### src/rtl/core/brush_tire_friction_assert.svh
// ---------------------------------------------------------------------------
// Brush tire friction assertion macros
// Shared concurrent assertion forms, clocked on clk and held off during reset.
// ---------------------------------------------------------------------------
`ifndef BRUSH_TIRE_FRICTION_ASSERT_SVH
`define BRUSH_TIRE_FRICTION_ASSERT_SVH

// same-cycle implication
`define BTF_ASSERT_NOW(lbl, ante, cons, msg) \
  lbl: assert property (@(posedge clk) disable iff (!rst_n) (ante) |-> (cons)) else $error(msg);

// next-cycle implication
`define BTF_ASSERT_NEXT(lbl, ante, cons, msg) \
  lbl: assert property (@(posedge clk) disable iff (!rst_n) (ante) |=> (cons)) else $error(msg);

`endif

### src/rtl/core/btf_delay.sv
// ---------------------------------------------------------------------------
// Brush tire friction delay line
// Stall-aware shift line that keeps side data aligned with a long unit.
// ---------------------------------------------------------------------------
`default_nettype none

module btf_delay #(
  parameter int W     = 20,
  parameter int DEPTH = 32
) (
  input  wire logic         clk,
  input  wire logic         en,
  input  wire logic [W-1:0] in_data,
  output logic      [W-1:0] out_data
);

  logic [W-1:0] tap_r [DEPTH];

  always_ff @(posedge clk) begin
    if (en) begin
      tap_r[0] <= in_data;
      for (int i = 1; i < DEPTH; i++) begin
        tap_r[i] <= tap_r[i-1];
      end
    end
  end

  assign out_data = tap_r[DEPTH-1];

endmodule

`default_nettype wire

### config.mk
export PLATFORM = sky130hd
export DESIGN_NAME = btf_delay
export DESIGN_NICKNAME = d
export VERILOG_FILES = /design/src/rtl/core/brush_tire_friction_assert.svh /design/src/rtl/core/btf_delay.sv
export SDC_FILE = /design/constraint.sdc
export NUM_CORES = 1
export LEC_CHECK = 0
export ABC_AREA = 1
export BUFFER_PORTS_ARGS = -buffer_cell sky130_fd_sc_hd__buf_4
export CORE_MARGIN = 2
export CORE_UTILIZATION = 30
export DETAILED_ROUTE_END_ITERATION = 8
export GPL_TIMING_DRIVEN = 0
export HOLD_SLACK_MARGIN = 0.03
export PLACE_DENSITY_LB_ADDON = 0.2
export SYNTH_ARGS = -nofsm -noshare
export SYNTH_HDL_FRONTEND = slang
export SYNTH_SLANG_ARGS = --single-unit
### constraint.sdc
create_clock -name clk -period 0.8 [get_ports clk]
set_input_delay 0.2 -clock clk [delete_from_list [all_inputs] [get_ports clk]]
set_output_delay 0.2 -clock clk [all_outputs]
set_load 0.05 [all_outputs]
-- Yosys cells after proc, flatten, opt, wreduce, memory -nomap -nowiden
Memories as Yosys holds them, arrays and structs flattened.
Index checks and enable logic that the tools add are counted.
- multiplexer cells: 2
- operators by type and width (kind ; count):
    $mux W1 ; 2
- RAM bits: 640
- flip-flop bits (word level): 0
- memories kept: 1
- logic and storage cells: 3
- memory list (memory ; depth ; width ; rd ports ; clocked after Yosys merged registers in ; wr ports ; line ; source):
    tap_r ; 32 ; 20 ; 32 ; 0 ; 32 ; btf_delay.sv:17 ; logic [W-1:0] tap_r [DEPTH];

-- Depth between registers and ports, before layout
- word-level depth: 2
- gate-level depth with buffers: 1
- depth with buffers taken out: 0

-- Worst setup path after synthesis
OpenSTA, ideal clock, no wires.
- path type: reg2out
- from: memory tap_r[31][0] (netlist: tap_r[1][300])
- to: output port out_data[0]
- path buffers: 1
- slack: 0.077 ns
- required time: 0.600 ns
- stages on the path, launching flop included: 2
- data arrival time: 0.523 ns
- cell sequence: edfxtp_1 buf_4
- RTL lines (item ; line ; source):
    start, declared ; btf_delay.sv:17 ;
    end, declared ; btf_delay.sv:14 ; output logic [W-1:0] out_data

==> results.cfg <==
[grt]
overflow = 0
grt_pass1_vias = 6679
track_usage_pct = 6.80
grt_max_degree = 66
grt_first_pass_wirelength_um = 35500
antenna_found_initial = 1

[synthesis]
ys_ff_latch = 640
yosys.area_share.simple_pct = 0
synth_compound_area_share_pct = 0
syn_inst = 660
synthMuxAreaShare_pct = 0
post_synth_num_cell_types = 2
yosysSeqAreaShare_pct = 99.2
synth_nets = 682
synthAdderAreaFrac_pct = 0
syn_area_per_cell_um2 = 29.3
syn_area_um2 = 19400
synth_xor_area_share_pct = 0
ys_warn_count = 0
synth_top_family_by_area = buffers and inverters

[clock_tree]
cts-htree-levels = 3
clock_sinks = 640
clockBufferDepth = 3
numCtsBuffers = 71
cts.clk_slew.worst_paths_ns = 0.06
insertion_delay_ns = 0.59
cts_tree = built
cts_root_buffer = clkbuf_16

[placed_design]
port_buffers = 41
place.gp.congestion = 0.578
dp_cells = 1562
dpl.hpwl_um = 7150

[layout]
largest-register = tap_r
antenna_cells = 0
area_growth_pct = 22.9
nNetsFinal = 822
ff_latch_area_um2 = 19200
fillers = 5730
instances_no_fill = 1708
drive_gt1_share_pct = 18.1
reg_top3 = tap_r x640
multi_input_area_um2 = 0
largest_reg_flops = 640
multi_input_cells = 0

[setup_path]
reg2reg_slack_ns = 0.16
r2r_start = tap_r[0][207]
required_ns = 0.60
cp.arrival_ns = 1.15
cp-end-kind = output port
max_stage_delay_ns = 0.39
path_cells = buf_8
crit_buf_inv = 1
worst-setup-path-type = flip-flop to output port
cp_slowest_cell = edfxtp_1
cp_top_family = flip-flops
r2r-end = tap_r[0][227]
worst-r2r-cell-count = 0
crit_fanout = 1
start_kind = flip-flop

[sta]
hold_slack_ns = 0.135
rsz0062_at_grt = true
min_period_ns = 1.35
finalClockSkew_ns = 0.0186
hold_viol = 0
maxSlewHeadroom_pct = 78.2
slew_violations = 0
setup_viol = 20
worst_slack_ns = -0.548
fin_crit_sh_pct = 168
worst_pin_slew_ns = 0.327
max_freq_mhz = 742

[worst_hold_path]
hp-start = en
hold_depth = 2
hold_class = input pin to flip-flop
hold_end = tap_r[1][132]

[detailed_routing]
drtAntennaViolNets = 0
routedWlPerCell_um = 12.9
drt_wl_total_um = 22100
drt_first_pass_iters = 4
dr.first_iter.drc_count = 424
drc = 0
vias_per_cell = 3.83
via_count = 6536

[run]
drv_cap = 0

[power]
power.internal_w = 0.0570
peakVddDrop_uv = 1710
leakagePower_nw = 8.04
p_sw_w = 0.0136
p_per_area_nw_per_um2 = 2960
switching_share_pct = 19.3
p_comb_share_pct = 2.3
clockPowerShare_pct = 41.8
seq_power_share_pct = 55.9

[outcome]
violations = setup timing
outcome = finished, violations left

[die]
core-area_um2 = 64100
die_x_um = 258
rows = 93
initial_core_util_pct = 30.2
die_h_um = 258
ios = 42
dieArea_um2 = 66600
## power by group through the flow
| stage | clock (W) | sequential (W) | combinational (W) |
|---|---|---|---|
| 2_1_floorplan | 0 | 0.0400 | 0.000268 |
| 3_3_place_gp | 0 | 0.0404 | 0.00101 |
| 3_5_place_dp | 0 | 0.0402 | 0.00116 |
| 4_1_cts | 0.0311 | 0.0395 | 0.00167 |
| 5_1_grt | 0.0323 | 0.0396 | 0.00176 |
| 6_report | 0.0295 | 0.0395 | 0.00162 |
## area by class of cell
cell class            count  area share, %
clock inverter           34          0.815
tap                     855           4.49
timing repair buffer     87           5.89
sequential              640           80.7
clock buffer             92           8.06
## synth_stat cells (all sizes together)
cell type	instances	area, um^2
buf	20	150
edfxtp	640	19200
## routing by layer
layer	part of all wire (%)	GRT usage, %	wire, um	vias to the layer above
met2	42	9.09	9200	131
met3	7.1	2.71	1570	63
met1	48	9.11	10500	3362
met5	0	0	0	-
met4	3.7	4.40	813	0
li1	-	-	-	2980
## through the flow
stage / utilization, % / power, W / setup WS, ns / setup TNS, ns / area [um^2]
floorplan: - / 0.0403 / 0.0766 / 0 / 19400
global placement: 32.4 / 0.0414 / -5.74 / -3603.76 / 20700
detailed placement: 32.6 / 0.0414 / -1.56 / -579.97 / 20900
CTS: 37.1 / 0.0722 / -0.615 / -12.21 / 23800
global route: 37.1 / 0.0737 / -0.619 / -12.07 / 23800
finish: 37.1 / 0.0706 / -0.548 / -10.83 / 23800
## cell usage in the layout, fill, tap and decap left out
| cell type | instances |
|---|---|
| clkinv_8 | 1 |
| bufinv_16 | 1 |
| clkbuf_16 | 74 |
| clkbuf_1 | 18 |
| buf_8 | 20 |
| buf_12 | 1 |
| clkinv_2 | 8 |
| edfxtp_1 | 640 |
| inv_6 | 2 |
| dlygate4sd3_1 | 20 |
| clkinv_1 | 20 |
| buf_16 | 9 |
| dlymetal6s4s_1 | 1 |
| bufbuf_16 | 14 |
| buf_4 | 22 |
| clkinvlp_4 | 2 |
## cell families (layout without fill, tap and decap cells)
group / after synthesis / after routing
flip-flops: 640 / 640
buffers and inverters: 20 / 213
## repair_timing
action	in CTS	in global routing
hold buffers	21	0
resized for setup	44	1
setup buffers	2	0
gates cloned	17	0
hold endpoints to repair	26	0
setup endpoints to repair	400	26
## worst max-delay path by stage
| stage | startpoint | depth (start not counted) | endpoint | slack, ns |
|---|---|---|---|---|
| after floorplan | tap_r[1][300] | 1 | out_data[0] | 0.08 |
| after global placement | en | 1 | tap_r[1][294] | -5.74 |
| after detailed placement | en | 4 | tap_r[1][301] | -1.56 |
| after CTS | tap_r[1][307] | 1 | out_data[7] | -0.61 |
| after global routing | tap_r[1][318] | 1 | out_data[18] | -0.62 |
| final | tap_r[1][313] | 1 | out_data[13] | -0.55 |
Power figures use the tool's default switching activity.
